File: src/sv/etok_pkg.sv
`timescale 1ns / 1ps

package etok_pkg;

	// default depth of the queue between lexer and emitter
	localparam int FIFO_DEPTH = 4;

	// event kinds
	localparam logic [1:0] EV_APPEND = 2'd0;
	localparam logic [1:0] EV_CLOSE  = 2'd1;
	localparam logic [1:0] EV_SINGLE = 2'd2;
	localparam logic [1:0] EV_ERROR  = 2'd3;

	// token types
	localparam logic [2:0] TT_NONE     = 3'd0;
	localparam logic [2:0] TT_OP       = 3'd0;
	localparam logic [2:0] TT_LPAREN   = 3'd1;
	localparam logic [2:0] TT_RPAREN   = 3'd2;
	localparam logic [2:0] TT_NUMBER   = 3'd3;
	localparam logic [2:0] TT_FUNCTION = 3'd4;
	localparam logic [2:0] TT_SEP      = 3'd5;
	localparam logic [2:0] TT_VARIABLE = 3'd6;

	// associativity
	localparam logic [1:0] AS_NONE  = 2'd0;
	localparam logic [1:0] AS_LEFT  = 2'd1;
	localparam logic [1:0] AS_RIGHT = 2'd2;

	// error codes
	localparam logic [1:0] ER_NONE       = 2'd0;
	localparam logic [1:0] ER_UNKNOWN    = 2'd1;
	localparam logic [1:0] ER_UNEXPECTED = 2'd2;

	// characters
	localparam logic [7:0] CH_0      = 8'h30;
	localparam logic [7:0] CH_9      = 8'h39;
	localparam logic [7:0] CH_UA     = 8'h41;
	localparam logic [7:0] CH_UZ     = 8'h5A;
	localparam logic [7:0] CH_LA     = 8'h61;
	localparam logic [7:0] CH_LZ     = 8'h7A;
	localparam logic [7:0] CH_PLUS   = 8'h2B;
	localparam logic [7:0] CH_MINUS  = 8'h2D;
	localparam logic [7:0] CH_STAR   = 8'h2A;
	localparam logic [7:0] CH_CARET  = 8'h5E;
	localparam logic [7:0] CH_SLASH  = 8'h2F;
	localparam logic [7:0] CH_LPAREN = 8'h28;
	localparam logic [7:0] CH_RPAREN = 8'h29;
	localparam logic [7:0] CH_POINT  = 8'h2E;
	localparam logic [7:0] CH_COMMA  = 8'h2C;

	typedef struct packed {
		logic [7:0] ch;
		logic       end_of_expr;
	} in_item_t;

	typedef struct packed {
		logic [1:0] event_kind;
		logic [7:0] char_out;
		logic [2:0] token_type;
		logic [1:0] assoc;
		logic [1:0] error_code;
		logic       last_of_run;
	} out_item_t;

	// one queue entry: all events caused by one character (one or two)
	typedef struct packed {
		logic                dual;
		out_item_t [1:0]     res;
	} entry_t;

	typedef struct packed {
		logic full;
		logic empty;
	} fifo_stat_t;

endpackage

File: src/sv/etok_front.sv
`timescale 1ns / 1ps

module etok_front (
	input  logic                clk,
	input  logic                arst_n,
	input  logic                char_valid,
	output logic                char_stall,
	input  etok_pkg::in_item_t  char_item,
	input  etok_pkg::fifo_stat_t stat,
	output logic                push,
	output etok_pkg::entry_t    push_data
);
	import etok_pkg::*;

	typedef enum logic [5:0] {
		ST_START  = 6'b000001,
		ST_SINGLE = 6'b000010,
		ST_INT    = 6'b000100,
		ST_FRAC   = 6'b001000,
		ST_IDENT  = 6'b010000,
		ST_CLOSED = 6'b100000
	} lex_state_t;

	lex_state_t state_q, nxt;
	logic [2:0] open_type_q, otype_nx;
	logic       seen_q, prev_lp_q, hold_q;

	logic [7:0] ch;
	logic       take, bad;
	logic       is_dig, is_let, is_lp, is_rp, is_par, is_pt, is_sep, is_op, is_known;
	logic [2:0] sgl_type;
	logic [1:0] sgl_assoc;

	function automatic out_item_t mk(input logic [1:0] kind, input logic [7:0] c,
			input logic [2:0] tt, input logic [1:0] as, input logic [1:0] err,
			input logic last);
		out_item_t r;
		r.event_kind  = kind;
		r.char_out    = c;
		r.token_type  = tt;
		r.assoc       = as;
		r.error_code  = err;
		r.last_of_run = last;
		return r;
	endfunction

	assign ch         = char_item.ch;
	assign char_stall = stat.full;
	assign take       = char_valid && !char_stall;
	assign push       = take && !hold_q;

	assign is_dig   = ch inside {[CH_0:CH_9]};
	assign is_let   = ch inside {[CH_UA:CH_UZ], [CH_LA:CH_LZ]};
	assign is_lp    = ch == CH_LPAREN;
	assign is_rp    = ch == CH_RPAREN;
	assign is_par   = is_lp || is_rp;
	assign is_pt    = ch == CH_POINT;
	assign is_sep   = ch == CH_COMMA;
	assign is_op    = ch inside {CH_PLUS, CH_MINUS, CH_STAR, CH_CARET, CH_SLASH};
	assign is_known = is_dig || is_let || is_par || is_pt || is_sep || is_op;

	always_comb begin
		nxt      = state_q;
		bad      = 1'b0;
		otype_nx = open_type_q;
		case (state_q)
			ST_START, ST_CLOSED, ST_SINGLE: begin
				if (is_par || (is_op && state_q != ST_SINGLE)) begin
					nxt = ST_SINGLE;
				end else if (is_dig) begin
					nxt      = ST_INT;
					otype_nx = TT_NUMBER;
				end else if (is_let) begin
					nxt      = ST_IDENT;
					otype_nx = TT_VARIABLE;
				end else begin
					bad = 1'b1;
				end
			end
			ST_INT: begin
				if (is_dig) begin
					nxt = ST_INT;
				end else if (is_pt) begin
					nxt = ST_FRAC;
				end else if (is_par || is_op || is_sep) begin
					nxt = ST_CLOSED;
				end else begin
					bad = 1'b1;
				end
			end
			ST_FRAC: begin
				if (is_dig) begin
					nxt = ST_FRAC;
				end else if (is_par || is_op || is_sep) begin
					nxt = ST_CLOSED;
				end else begin
					bad = 1'b1;
				end
			end
			default: begin
				// identifier
				otype_nx = TT_VARIABLE;
				if (is_lp) begin
					nxt      = ST_CLOSED;
					otype_nx = TT_FUNCTION;
				end else if (is_op || is_sep || is_rp) begin
					nxt = ST_CLOSED;
				end else if (is_pt) begin
					bad = 1'b1;
				end else begin
					nxt = ST_IDENT;
				end
			end
		endcase
	end

	always_comb begin
		if (is_op) begin
			sgl_type = TT_OP;
		end else if (is_lp) begin
			sgl_type = TT_LPAREN;
		end else if (is_rp) begin
			sgl_type = TT_RPAREN;
		end else begin
			sgl_type = TT_SEP;
		end
		// right-assoc when first token or right after '('
		sgl_assoc = is_op ? ((!seen_q || prev_lp_q) ? AS_RIGHT : AS_LEFT) : AS_NONE;
	end

	always_comb begin
		push_data = '0;
		if (!is_known) begin
			push_data.res[0] = mk(EV_ERROR, ch, TT_NONE, AS_NONE, ER_UNKNOWN, 1'b1);
		end else if (bad) begin
			push_data.res[0] = mk(EV_ERROR, ch, TT_NONE, AS_NONE, ER_UNEXPECTED, 1'b1);
		end else if (nxt == ST_SINGLE) begin
			push_data.res[0] = mk(EV_SINGLE, ch, sgl_type, sgl_assoc, ER_NONE, 1'b1);
		end else if (nxt == ST_CLOSED) begin
			// the close just made a token, so an operator here is left-assoc
			push_data.dual   = 1'b1;
			push_data.res[0] = mk(EV_CLOSE, 8'h00, otype_nx, AS_NONE, ER_NONE, 1'b0);
			push_data.res[1] = mk(EV_SINGLE, ch, sgl_type, is_op ? AS_LEFT : AS_NONE,
					ER_NONE, 1'b1);
		end else begin
			push_data.dual   = char_item.end_of_expr;
			push_data.res[0] = mk(EV_APPEND, ch, TT_NONE, AS_NONE, ER_NONE,
					!char_item.end_of_expr);
			push_data.res[1] = mk(EV_CLOSE, 8'h00, otype_nx, AS_NONE, ER_NONE, 1'b1);
		end
	end

	always_ff @(posedge clk or negedge arst_n) begin
		if (!arst_n) begin
			state_q     <= ST_START;
			open_type_q <= TT_VARIABLE;
			seen_q      <= 1'b0;
			prev_lp_q   <= 1'b0;
			hold_q      <= 1'b0;
		end else if (take) begin
			if (char_item.end_of_expr) begin
				state_q     <= ST_START;
				open_type_q <= TT_VARIABLE;
				seen_q      <= 1'b0;
				prev_lp_q   <= 1'b0;
				hold_q      <= 1'b0;
			end else if (!hold_q) begin
				if (is_known) begin
					open_type_q <= otype_nx;
				end
				if (!is_known || bad) begin
					hold_q <= 1'b1;
				end else begin
					state_q <= nxt;
					if (nxt == ST_SINGLE || nxt == ST_CLOSED) begin
						seen_q    <= 1'b1;
						prev_lp_q <= is_lp;
					end
				end
			end
		end
	end

endmodule

File: src/sv/etok_fifo.sv
`timescale 1ns / 1ps

module etok_fifo #(
	parameter int DEPTH = etok_pkg::FIFO_DEPTH
) (
	input  logic                 clk,
	input  logic                 arst_n,
	input  logic                 push,
	input  etok_pkg::entry_t     push_data,
	input  logic                 pop,
	output etok_pkg::entry_t     head,
	output etok_pkg::fifo_stat_t stat
);
	import etok_pkg::*;

	localparam int AW = (DEPTH > 1) ? $clog2(DEPTH) : 1;
	localparam int CW = $clog2(DEPTH + 1);

	entry_t          mem_q [DEPTH];
	logic [AW-1:0]   wr_ptr_q, rd_ptr_q;
	logic [CW-1:0]   count_q;

	function automatic logic [AW-1:0] adv(input logic [AW-1:0] p);
		return (p == AW'(DEPTH - 1)) ? '0 : p + 1'b1;
	endfunction

	assign head       = mem_q[rd_ptr_q];
	assign stat.full  = count_q == CW'(DEPTH);
	assign stat.empty = count_q == '0;

	always_ff @(posedge clk) begin
		if (push) begin
			mem_q[wr_ptr_q] <= push_data;
		end
	end

	always_ff @(posedge clk or negedge arst_n) begin
		if (!arst_n) begin
			wr_ptr_q <= '0;
			rd_ptr_q <= '0;
			count_q  <= '0;
		end else begin
			if (push) begin
				wr_ptr_q <= adv(wr_ptr_q);
			end
			if (pop) begin
				rd_ptr_q <= adv(rd_ptr_q);
			end
			case ({push, pop})
				2'b10:   count_q <= count_q + 1'b1;
				2'b01:   count_q <= count_q - 1'b1;
				default: count_q <= count_q;
			endcase
		end
	end

	a_no_overflow: assert property (@(posedge clk) disable iff (!arst_n)
		push |-> !stat.full) else $error("etok_fifo: push while full");
	a_no_underflow: assert property (@(posedge clk) disable iff (!arst_n)
		pop |-> !stat.empty) else $error("etok_fifo: pop while empty");
	a_count_range: assert property (@(posedge clk) disable iff (!arst_n)
		count_q <= CW'(DEPTH)) else $error("etok_fifo: count beyond depth");

endmodule

File: src/sv/etok_back.sv
`timescale 1ns / 1ps

module etok_back (
	input  logic                 clk,
	input  logic                 arst_n,
	input  etok_pkg::entry_t     head,
	input  etok_pkg::fifo_stat_t stat,
	output logic                 pop,
	output logic                 event_valid,
	input  logic                 event_stall,
	output etok_pkg::out_item_t  event_item
);
	import etok_pkg::*;

	out_item_t out_q;
	logic      out_valid_q;
	logic      sel_q;
	logic      open, load;

	assign open        = !out_valid_q || !event_stall;
	assign load        = open && !stat.empty;
	// entry leaves once its last event is loaded
	assign pop         = load && (sel_q || !head.dual);
	assign event_valid = out_valid_q;
	assign event_item  = out_q;

	always_ff @(posedge clk) begin
		if (load) begin
			out_q <= head.res[sel_q];
		end
	end

	always_ff @(posedge clk or negedge arst_n) begin
		if (!arst_n) begin
			out_valid_q <= 1'b0;
			sel_q       <= 1'b0;
		end else begin
			if (open) begin
				out_valid_q <= !stat.empty;
			end
			if (load) begin
				sel_q <= !pop;
			end
		end
	end

	a_sel_pending: assert property (@(posedge clk) disable iff (!arst_n)
		sel_q |-> !stat.empty) else $error("etok_back: second event without entry");
	a_sel_first: assert property (@(posedge clk) disable iff (!arst_n)
		sel_q |-> (out_valid_q && !out_q.last_of_run))
		else $error("etok_back: first of two events marked last");

endmodule

File: src/sv/expression_char_tokenizer.sv
`timescale 1ns / 1ps

// channel  | dir | handshake                 | payload
// ---------+-----+---------------------------+---------------------------------
// char     | in  | char_valid / char_stall   | char_item  (etok_pkg::in_item_t)
// event    | out | event_valid / event_stall | event_item (etok_pkg::out_item_t)
//
// One character is taken per cycle while char_stall is low; the lexer state updates
// at the accepting edge. Events leave one per cycle from the output register while
// event_stall is low, a character's two events in turn; FIFO_DEPTH entries absorb bursts.
// char_stall is high only while the queue is full; event_stall holds the output.
// Reset clears lexer state, queue pointers and output valid; no clearing pass.
// An error character yields one event, then nothing until the end-of-expression item.

module expression_char_tokenizer #(
	parameter int FIFO_DEPTH = etok_pkg::FIFO_DEPTH
) (
	input  logic                clk,
	input  logic                arst_n,
	input  logic                char_valid,
	output logic                char_stall,
	input  etok_pkg::in_item_t  char_item,
	output logic                event_valid,
	input  logic                event_stall,
	output etok_pkg::out_item_t event_item
);
	import etok_pkg::*;

	logic       push, pop;
	entry_t     push_data, head;
	fifo_stat_t stat;

	etok_front u_front (
		.clk        (clk),
		.arst_n     (arst_n),
		.char_valid (char_valid),
		.char_stall (char_stall),
		.char_item  (char_item),
		.stat       (stat),
		.push       (push),
		.push_data  (push_data)
	);

	etok_fifo #(
		.DEPTH (FIFO_DEPTH)
	) u_fifo (
		.clk       (clk),
		.arst_n    (arst_n),
		.push      (push),
		.push_data (push_data),
		.pop       (pop),
		.head      (head),
		.stat      (stat)
	);

	etok_back u_back (
		.clk         (clk),
		.arst_n      (arst_n),
		.head        (head),
		.stat        (stat),
		.pop         (pop),
		.event_valid (event_valid),
		.event_stall (event_stall),
		.event_item  (event_item)
	);

endmodule

File: config.mk
export PLATFORM = sky130hd
export DESIGN_NAME = expression_char_tokenizer
export DESIGN_NICKNAME = d
export VERILOG_FILES = /design/src/sv/etok_pkg.sv /design/src/sv/etok_front.sv /design/src/sv/etok_fifo.sv /design/src/sv/etok_back.sv /design/src/sv/expression_char_tokenizer.sv
export SDC_FILE = /design/constraint.sdc
export NUM_CORES = 1
export LEC_CHECK = 0
export BUFFER_PORTS_ARGS = -buffer_cell sky130_fd_sc_hd__buf_2
export CAP_MARGIN = 25
export CORE_MARGIN = 2
export CORE_UTILIZATION = 56
export CTS_BUF_LIST = sky130_fd_sc_hd__clkbuf_4 sky130_fd_sc_hd__clkbuf_8
export CTS_CLUSTER_DIAMETER = 50
export DETAILED_ROUTE_END_ITERATION = 12
export PLACE_DENSITY_LB_ADDON = 0.2
export SETUP_SLACK_MARGIN = 0.5
export SLEW_MARGIN = 10
export SYNTH_ARGS = -nofsm -noshare
export SYNTH_HDL_FRONTEND = slang
export SYNTH_SLANG_ARGS = --single-unit
File: constraint.sdc
create_clock -name clk -period 6.4 [get_ports clk]
set_input_delay 0.64 -clock clk [delete_from_list [all_inputs] [get_ports clk]]
set_output_delay 0.64 -clock clk [all_outputs]
set_load 0.02 [all_outputs]
## After elaboration in Yosys (flattened, before gate mapping)

Memories as Yosys holds them, arrays and structs flattened.
Cells that the tools add are included.

| cells by class | value |
|---|---|
| $add $sub $neg | 4 |
| $lt $le $gt $ge | 7 |
| equality and inequality tests | 24 |
| mux-type cells | 64 |
| reduce and logical (&&, ||, !) cells | 45 |

Operators by type and width:

| cell | count |
|---|---|
| two-way mux 18 bit | 5 |
| two-way mux 6 bit | 13 |
| equality test 8 x 6 -> 1 bit (second input constant) | 8 |
| two-way mux 19 bit | 3 |
| two-way mux 37 bit | 1 |
| two-way mux 3 bit | 9 |
| two-way mux 1 bit | 24 |
| case mux 6 bit (3 select lines) | 1 |
| >= comparator 8 x 7 -> 1 bit (second input constant) | 2 |
| less-or-equal comparator 8 x 7 -> 1 bit (second input constant) | 2 |
| logical OR 1 bit | 16 |
| equality test 6 x 2 -> 1 bit (second input constant) | 2 |
| equality test 6 bit (second input constant) | 2 |
| case mux 3 bit (2 select lines) | 2 |
| zero test 1 bit | 10 |
| two-way mux 2 bit | 5 |
| equality test 8 x 7 -> 1 bit (second input constant) | 1 |
| >= comparator 8 x 6 -> 1 bit (second input constant) | 1 |
| less-or-equal comparator 8 x 6 -> 1 bit (second input constant) | 1 |
| logical AND 1 bit | 8 |
| nonzero test 2 bit | 4 |
| equality test 2 bit (second input constant) | 3 |
| equality test 6 x 1 -> 1 bit (second input constant) | 1 |
| equality test 6 x 3 -> 1 bit (second input constant) | 1 |
| other kinds (16) | 19 |

| storage, ports and cells | value |
|---|---|
| register bits | 39 |
| bits in writable memories | 148 |
| input port bits | 13 |
| output and inout port bits | 20 |
| word-level logic and storage cells | 161 |
| memories kept | 1 |

Memory list:

| name | depth | width | read ports | clocked after Yosys merged registers in | wr ports | RTL line | text |
|---|---|---|---|---|---|---|---|
| u_fifo.mem_q | 4 | 37 | 1 | 0 | 1 | etok_fifo.sv:19 | `entry_t mem_q [DEPTH];` |

## Logic depth before layout (Yosys ltp)

Gate-level depths: netlist (run 1).

| depth | value |
|---|---|
| word-level depth | 14 |
| mapped depth | 11 |
| gate-level depth less buffers | 11 |

## Hierarchy

From an unflattened synthesis (run 1), not the netlist that was laid out.

| unflattened totals | value |
|---|---|
| cell total of the unflattened synthesis | 493 |
| area, all modules | 8172.8 um2 |

Modules (own cells, without submodules):

| module | times used | cells each | area each (um2) | seq. area each (um2) |
|---|---|---|---|---|
| etok_fifo | 1 | 231 | 5749.3 | 4619.4 |
| etok_front | 1 | 216 | 1559.0 | 304.0 |
| etok_back | 1 | 46 | 864.6 | 590.6 |

## Worst setup path before layout (run 1)

OpenSTA, ideal clock, no wires.

| timing path | value |
|---|---|
| path type | input-to-reg |
| start | in char_item[2] (netlist name) |
| end | mem u_fifo.mem_q[0][24] (netlist name), data pin |
| setup time | 0.180 ns |
| arrival | 2.649 ns |
| data required time | 6.220 ns |
| setup slack | 3.571 ns |
| stages | 8 |
| path buffers | 1 |
| cell sequence | buf_2 -> or2_1 -> nor4_1 -> nor2_1 -> a22oi_1 -> nand4_1 -> or4_1 -> a21oi_1 |

RTL lines:

| element | RTL line | text |
|---|---|---|
| start: declaration | expression_char_tokenizer.sv:22 | `input etok_pkg::in_item_t char_item,` |
| end: declaration | etok_fifo.sv:19 |  |

==> implementation parameters, run 1 <==
Parameter                              Value

Timing
  Portion of the clock cycle consumed by the worst path in the final layout    0.4934
  Endpoints failing hold    0
  Post-Route Setup TNS    0 ns
  Unrepaired setup endpoints after global routing    no
  Final-report setup violation count    0
  Actual transition at the worst max-transition pin    roughly 0.95 ns
  Post-layout min period    around 3.2 ns
  Highest clock frequency the design can meet    316.7 MHz
  Max Clock Skew    about 0.014 ns
  Worst slew margin    0.3643
  Count of pins over their slew limit    0

Placed design
  Post-detailed-placement cell area    about 8000 um^2
  Number of buffers inserted by port buffering    32
  Half-perimeter wire length of the detailed placement result    around 9600 um
  Routability congestion estimate    between 0.9 and 1

Detailed routing
  Count of unresolved DRC violations after routing    0
  Total via count in the routed design    ~4,400
  Routed wire length per instance    ~21 um
  Final ANT Viol Nets    0
  Iteration count of the initial detailed-routing pass    7
  Via-per-instance ratio    6.058
  Detailed-route wire length    approximately 15,000 um
  Detailed router's first-iteration violation count    about 400

Job
  Number of max-cap violations    0

Pwr
  Overall power    3.222 mW
  Static leakage    2.987 nW
  Max rail drop VDD    approximately 0.27 mV
  P per Cell Area    386.1 nW/um^2

Yosys
  Number of synthesized flops with an enable pin    between 150 and 200
  Flops & latches, synth    175
  Top FF cell, synth    sky130_fd_sc_hd__edfxtp_1
  Avg Inst Size Synth    15.34 um^2
  Share of synthesized area occupied by flip-flops and latches    0.6775
  Netlist cell types    67
  Share of the synthesized area in the top cell type    0.6079
  Count of mapped cells out of synthesis    496
  Synth top area cells    sky130_fd_sc_hd__edfxtp_1 (61%), sky130_fd_sc_hd__mux4_2 (10%), sky130_fd_sc_hd__dfrtp_1 (5.9%)
  Number of synthesis warnings    0
  Share of synthesized flip-flops with an asynchronous set or reset    0.1200
  Combined area of all synthesized cells    7607 um^2
  Library cell with the largest summed area after synthesis    sky130_fd_sc_hd__edfxtp_1

CTS
  # clock sinks    between 150 and 200
  Clock edge transition at the registers on the reported setup and hold paths    about 0.090 ns
  Post-cts resize count    0
  CTS tree    yes
  Number of buffers between clock root and the deepest sink    2
  Total clock buffers created by CTS    17
  Worst-Skew Late Latency    ~0.44 ns
  Hold_buf cts    0
  H-tree depth reported by CTS    4
  Setup fix buffers added after clock tree synthesis    0
  Clock root buffer master    sky130_fd_sc_hd__clkbuf_8

Floorplan
  Standard-cell row count    42
  Die Footprint    ~15,000 um^2
  Core area    between 10,000 and 15,000 um^2
  Width of the chip    about 120 um
  Vertical die dimension    between 100 and 150 um
  Effective utilization at floorplan    0.5745
  Count of boundary I/O pins    33

Setup path
  Type of element capturing the critical path    flop
  Class of the most critical setup path    flop to flop
  Capture point of the worst reg-to-reg path    u_fifo.mem_q[0][23]$_DFFE_PP_
  R2r startpoint    u_front.state_q[0]$_DFFE_PN1P_
  Element type at the critical path start    flop
  Peak fanout along the critical path    10
  Setup slack of the worst register-to-register path    approximately 3.2 ns
  Required time of the critical path    about 6.6 ns
  Number of cells on the worst reg-to-reg path    7
  Arrival time at the worst endpoint    3.33 ns

Hold path
  Worst min path class    input port to asynchronous set/reset pin

Global route
  Total routing usage reported by global routing    0.2261
  Remaining global-route overflow    0
  Number of antenna violations at the first check in global routing    0
  First-pass GRT wire length    between 20,000 and 25,000 um
  Largest net degree at the start of global routing    37
  Number of global-route vias before repair    roughly 4,400

Layout
  Top library cells by usage in the layout, fill and taps aside    sky130_fd_sc_hd__edfxtp_1 (154), sky130_fd_sc_hd__nand2_1 (69), sky130_fd_sc_hd__mux4_2 (34)
  Leading cell type in the layout, fill and taps excluded    sky130_fd_sc_hd__edfxtp_1
  Post-route standard cell area excluding fillers    about 8300 um^2
  Synthesis-to-finish area growth    9.704%
  Net total in the final layout    ~560
  Share of final-layout standard cells stronger than drive strength 1    0.2131
  Number of antenna repair diodes    0

Status
  Run status    complete, no violations
## worst max-delay path by stage
stage / start / slack, ns / end / cells after the start
after global placement: char_item[5] / 3.23 / u_fifo.mem_q[0][24]$_DFFE_PP_ / 8
after floorplan: char_item[2] / 3.57 / u_fifo.mem_q[0][24]$_DFFE_PP_ / 8
after detailed placement: char_item[5] / 3.01 / u_fifo.mem_q[2][23]$_DFFE_PP_ / 8
after global routing: u_front.state_q[0]$_DFFE_PN1P_ / 2.96 / u_fifo.mem_q[0][23]$_DFFE_PP_ / 7
after CTS: u_front.state_q[0]$_DFFE_PN1P_ / 3.29 / u_fifo.mem_q[0][23]$_DFFE_PP_ / 7
final: u_front.state_q[0]$_DFFE_PN1P_ / 3.24 / u_fifo.mem_q[0][23]$_DFFE_PP_ / 7
## per-stage QoR
stage | instances | util | setup WS [ns] | hold WS, ns
6_report | 725 | 0.6302 | 3.242 | 0.1428
5_1_grt | 725 | 0.6302 | 2.962 | 0.1435
4_1_cts | 725 | 0.6302 | 3.291 | 0.1285
3_5_place_dp | 693 | 0.6010 | 3.009 | 0.4784
3_3_place_gp | 693 | 0.6010 | 3.227 | 0.4856
2_1_floorplan | 499 | - | 3.571 | 0.3444
## metal layers
layer / global-route usage / wire length, um
met5: 0 / 0
met4: 0.09302 / 420
met3: 0.05142 / 741
met2: 0.3595 / 7314
met1: 0.3054 / 6544
## registers in the layout, summed over array words and instances (netlist names), 2 cells and up
register	flops
u_fifo.wr_ptr_q	2
u_front.state_q	6
u_fifo.count_q	3
u_fifo.rd_ptr_q	2
u_fifo.mem_q	136
u_front.open_type_q	3
u_back.event_item	18
## report_power, final
| group | internal, mW | leakage (nW) | switching [mW] |
|---|---|---|---|
| logic | 0.386 | 1.08 | 0.565 |
| registers | 1.47 | 1.72 | 0.0635 |
| clock network | 0.356 | 0.185 | 0.380 |
## kinds of logic after synthesis
family | count (synthesis) | synth area share
AOI/OAI and AO/OA | 71 | 0.06957
xor gates and xnor gates | 5 | 0.005756
adders and majority gates | 7 | 0.01250
buffers and inverters | 37 | 0.02023
DFF | 175 | 0.6775
muxes | 38 | 0.1067
other | 1 | 0.0004929
and+or+nand+nor | 162 | 0.1072
## cells in the mapped netlist, drive strengths merged (4+ instances only)
library cell  instances
a21oi                10
a22oi                 4
and2                 13
and3                  8
buf                  10
clkbuf               11
dfrtp                18
edfxtp              154
ha                    6
inv                  15
mux4                 34
nand2                69
nand3                 6
nand4                 4
nor2                 23
nor2b                13
nor3                  5
o21a                  5
o21ai                16
o2bb2ai               5
xor2                  4
## worst max-delay path: stages (launching register included)
cell	delay, ns
sky130_fd_sc_hd__dfstp_2	0.67
sky130_fd_sc_hd__xor2_1	0.10
sky130_fd_sc_hd__o211ai_1	0.62
sky130_fd_sc_hd__a221o_1	0.28
sky130_fd_sc_hd__o221ai_4	0.16
sky130_fd_sc_hd__nor2_1	0.29
sky130_fd_sc_hd__nand2_1	0.27
sky130_fd_sc_hd__a211oi_1	0.50
## area by class of cell
class	instances	area [um^2]
clock inverters	13	137.6
well taps	176	220.2
fillers	978	4897
clock buffers	19	249.0
inverters	16	60.06
multi-input cells	287	2311
repair buffers	39	212.7
flip-flops and latches	175	5155
(Power assumes the default switching activity.)
==> run 2: changes to the inputs <==
==> constraint.sdc (replaced) <==
create_clock -name clk -period 2.8 [get_ports clk]
set_input_delay 0.28 -clock clk [delete_from_list [all_inputs] [get_ports clk]]
set_output_delay 0.28 -clock clk [all_outputs]
set_load 0.02 [all_outputs]
==> run 2 against run 1 <==
Sequential share of layout area is 6.1 points lower. Count of clock-buffer cells in the layout increased by 2. Cell area rose by 11%. Power is 150% higher. Sequential power grew 130%. Clock skew down 0.0012 ns. First-iteration DRC count up 7.0%. Via count increased by 4.6%. Routed wire length increased by 5.5%. Core utilization is 6.9 points higher. Global-route usage increased by 0.15 points.
==> implementation parameters, run 2 (synthesis results as in run 1) <==
Parameter                              Value

Status
  Run status    complete, no violations

Placed design
  Half-perimeter wire length of the detailed placement result    9469 um
  Number of buffers inserted by port buffering    32
  Placement Setup Slack    0.006384 ns
  # placed instances    between 700 and 800
  Post-detailed-placement cell area    between 8000 and 9000 um^2
  Routability congestion estimate    approximately 0.86

Timing
  Unrepaired setup endpoints after global routing    yes
  Highest clock frequency the design can meet    around 390 MHz
  Setup ws final    ~0.27 ns
  Max Clock Skew    between 0.01 and 0.015 ns
  Actual transition at the worst max-transition pin    about 0.86 ns
  Post-Route Setup TNS    0 ns
  Post-Route Hold Slack    0.04879 ns
  Count of pins over their slew limit    0
  Final-report setup violation count    0
  Endpoints failing hold    0
  Worst slew margin    0.4228
  Post-layout min period    2.534 ns
  Portion of the clock cycle consumed by the worst path in the final layout    0.9050

Pwr
  Overall power    between 7 and 8 mW
  Portion of total power attributed to the clock network    0.245
  P per Cell Area    856.1 nW/um^2
  Max rail drop VDD    about 0.58 mV
  Part of the total power dissipated in combinational logic    0.312
  Static leakage    ~3.4 nW
  Part of the power in registers    0.443
  Sw Ratio    0.3015
  Net switching power    around 2.4 mW
  Internal power    5.541 mW

Setup path
  Element type at the critical path start    flop
  Crit path max-delay family    simple AND/OR/NAND/NOR gates
  Required time of the critical path    just over 3 ns
  Delay of the slowest cell on the worst path    0.54 ns
  Cell with the largest stage delay on the worst path    sky130_fd_sc_hd__or4_4
  Class of the most critical setup path    flop to flop
  Peak fanout along the critical path    4
  Type of element capturing the critical path    flop
  Arrival time at the worst endpoint    about 2.8 ns
  Chain of cells forming the critical path    nor4_4, nand2_2, a211o_1, nand3b_1, o211ai_4, or4_4, a21oi_4
  Bufs and invs on worst path    0

Floorplan
  Count of boundary I/O pins    33
  Effective utilization at floorplan    0.5745
  Core area    about 13,000 um^2
  Width of the chip    around 120 um
  Vertical die dimension    between 100 and 150 um
  Standard-cell row count    between 40 and 50
  Die Footprint    approximately 15,000 um^2

Global route
  Total routing usage reported by global routing    0.2276
  Largest net degree at the start of global routing    37
  Number of antenna violations at the first check in global routing    0
  Remaining global-route overflow    0
  First-pass GRT wire length    roughly 24,000 um
  Number of global-route vias before repair    approximately 4,600

Detailed routing
  Via-per-instance ratio    5.937
  Total via count in the routed design    4,595
  Final ANT Viol Nets    0
  Count of unresolved DRC violations after routing    0
  Detailed router's first-iteration violation count    about 430
  Detailed-route wire length    15,850 um
  Routed wire length per instance    20.48 um
  Iteration count of the initial detailed-routing pass    5

CTS
  # clock sinks    between 150 and 200
  CTS tree    yes
  Worst-Skew Late Latency    0.45 ns
  Clock root buffer master    sky130_fd_sc_hd__clkbuf_8
  H-tree depth reported by CTS    4
  Total clock buffers created by CTS    17
  Clock edge transition at the registers on the reported setup and hold paths    0.08 ns
  Number of buffers between clock root and the deepest sink    2

Layout
  Number of antenna repair diodes    0
  Register with the most flip-flops    u_fifo.mem_q
  Util after Layout    0.6996
  Top library cells by usage in the layout, fill and taps aside    sky130_fd_sc_hd__edfxtp_1 (154), sky130_fd_sc_hd__nand2_1 (64), sky130_fd_sc_hd__buf_4 (41)
  Post-route standard cell area excluding fillers    approximately 9300 um^2
  Number of fillers in the final layout    ~890
  Net total in the final layout    605
  Number of flip-flops under the largest register name    136
  Share of final-layout standard cells stronger than drive strength 1    0.3696
  Register area    slightly above 5000 um^2
  Post-layout instance count excluding filler cells    just under 800
  Multi-input gate area in the final layout    about 2700 um^2
  Leading cell type in the layout, fill and taps excluded    sky130_fd_sc_hd__edfxtp_1
  Synthesis-to-finish area growth    21.79%

Hold path
  Worst min path class    input port to flop

Job
  Number of max-cap violations    0
## run 2: layer usage
metal | GRT usage | up-vias | routed length, um
met5 | 0 | - | 0
met4 | 0.09157 | 0 | 399
met3 | 0.05755 | 32 | 842
li1 | - | 2082 | -
met2 | 0.3612 | 155 | 7750
met1 | 0.3046 | 2326 | 6855
## run 2: final cells by class
type	count	share of cell area
flip-flops and latches	175	0.5567
inverters	16	0.007292
well taps	176	0.02377
repair buffers	88	0.07238
clock inverters	11	0.01999
multi-input cells	287	0.2914
clock buffers	21	0.02849
## run 2: timing repair
item,CTS,global route
setup endpoints to repair,63,68
gates resized for setup,40,46
buffers inserted,12,16
pin swaps,15,27
endpoints found under the hold margin,18,0
hold buffers,1,0
## run 2: path summary, 6_finish.rpt
kind / from / end / slack [ns] / depth (start not counted)
max: u_front.state_q[1]$_DFFE_PN0P_ / u_fifo.mem_q[1][24]$_DFFE_PP_ / 0.27 / 7
min: event_stall / u_back.event_valid$_DFFE_PN0N_ / 0.05 / 3
max reg2reg: u_front.state_q[1]$_DFFE_PN0P_ / u_fifo.mem_q[1][24]$_DFFE_PP_ / 0.27 / 7
min reg2reg: u_fifo.count_q[0]$_DFFE_PN0P_ / u_fifo.count_q[0]$_DFFE_PN0P_ / 0.50 / 1
max in group asynchronous: arst_n / u_front.state_q[4]$_DFFE_PN0P_ / 2.11 / 2
min in group asynchronous: arst_n / u_fifo.wr_ptr_q[0]$_DFFE_PN0P_ / 0.32 / 2
## run 2: worst register-to-register path: cells and delay by family, from the launching register on
family / cells / cell delay (ns)
AND/OR/NAND/NOR: 4 / 1.29
AO/OA/AOI/OAI: 3 / 0.65
flip-flops: 1 / 0.43
## run 2: power by group through the flow
stage	Clock, mW	Combinational (mW)	Sequential (mW)
after floorplan	0	1.45	3.72
after global placement	0	2.23	3.55
after detailed placement	0	2.26	3.57
after CTS	1.97	2.37	3.51
after global routing	2.07	2.70	3.55
final	1.94	2.48	3.51
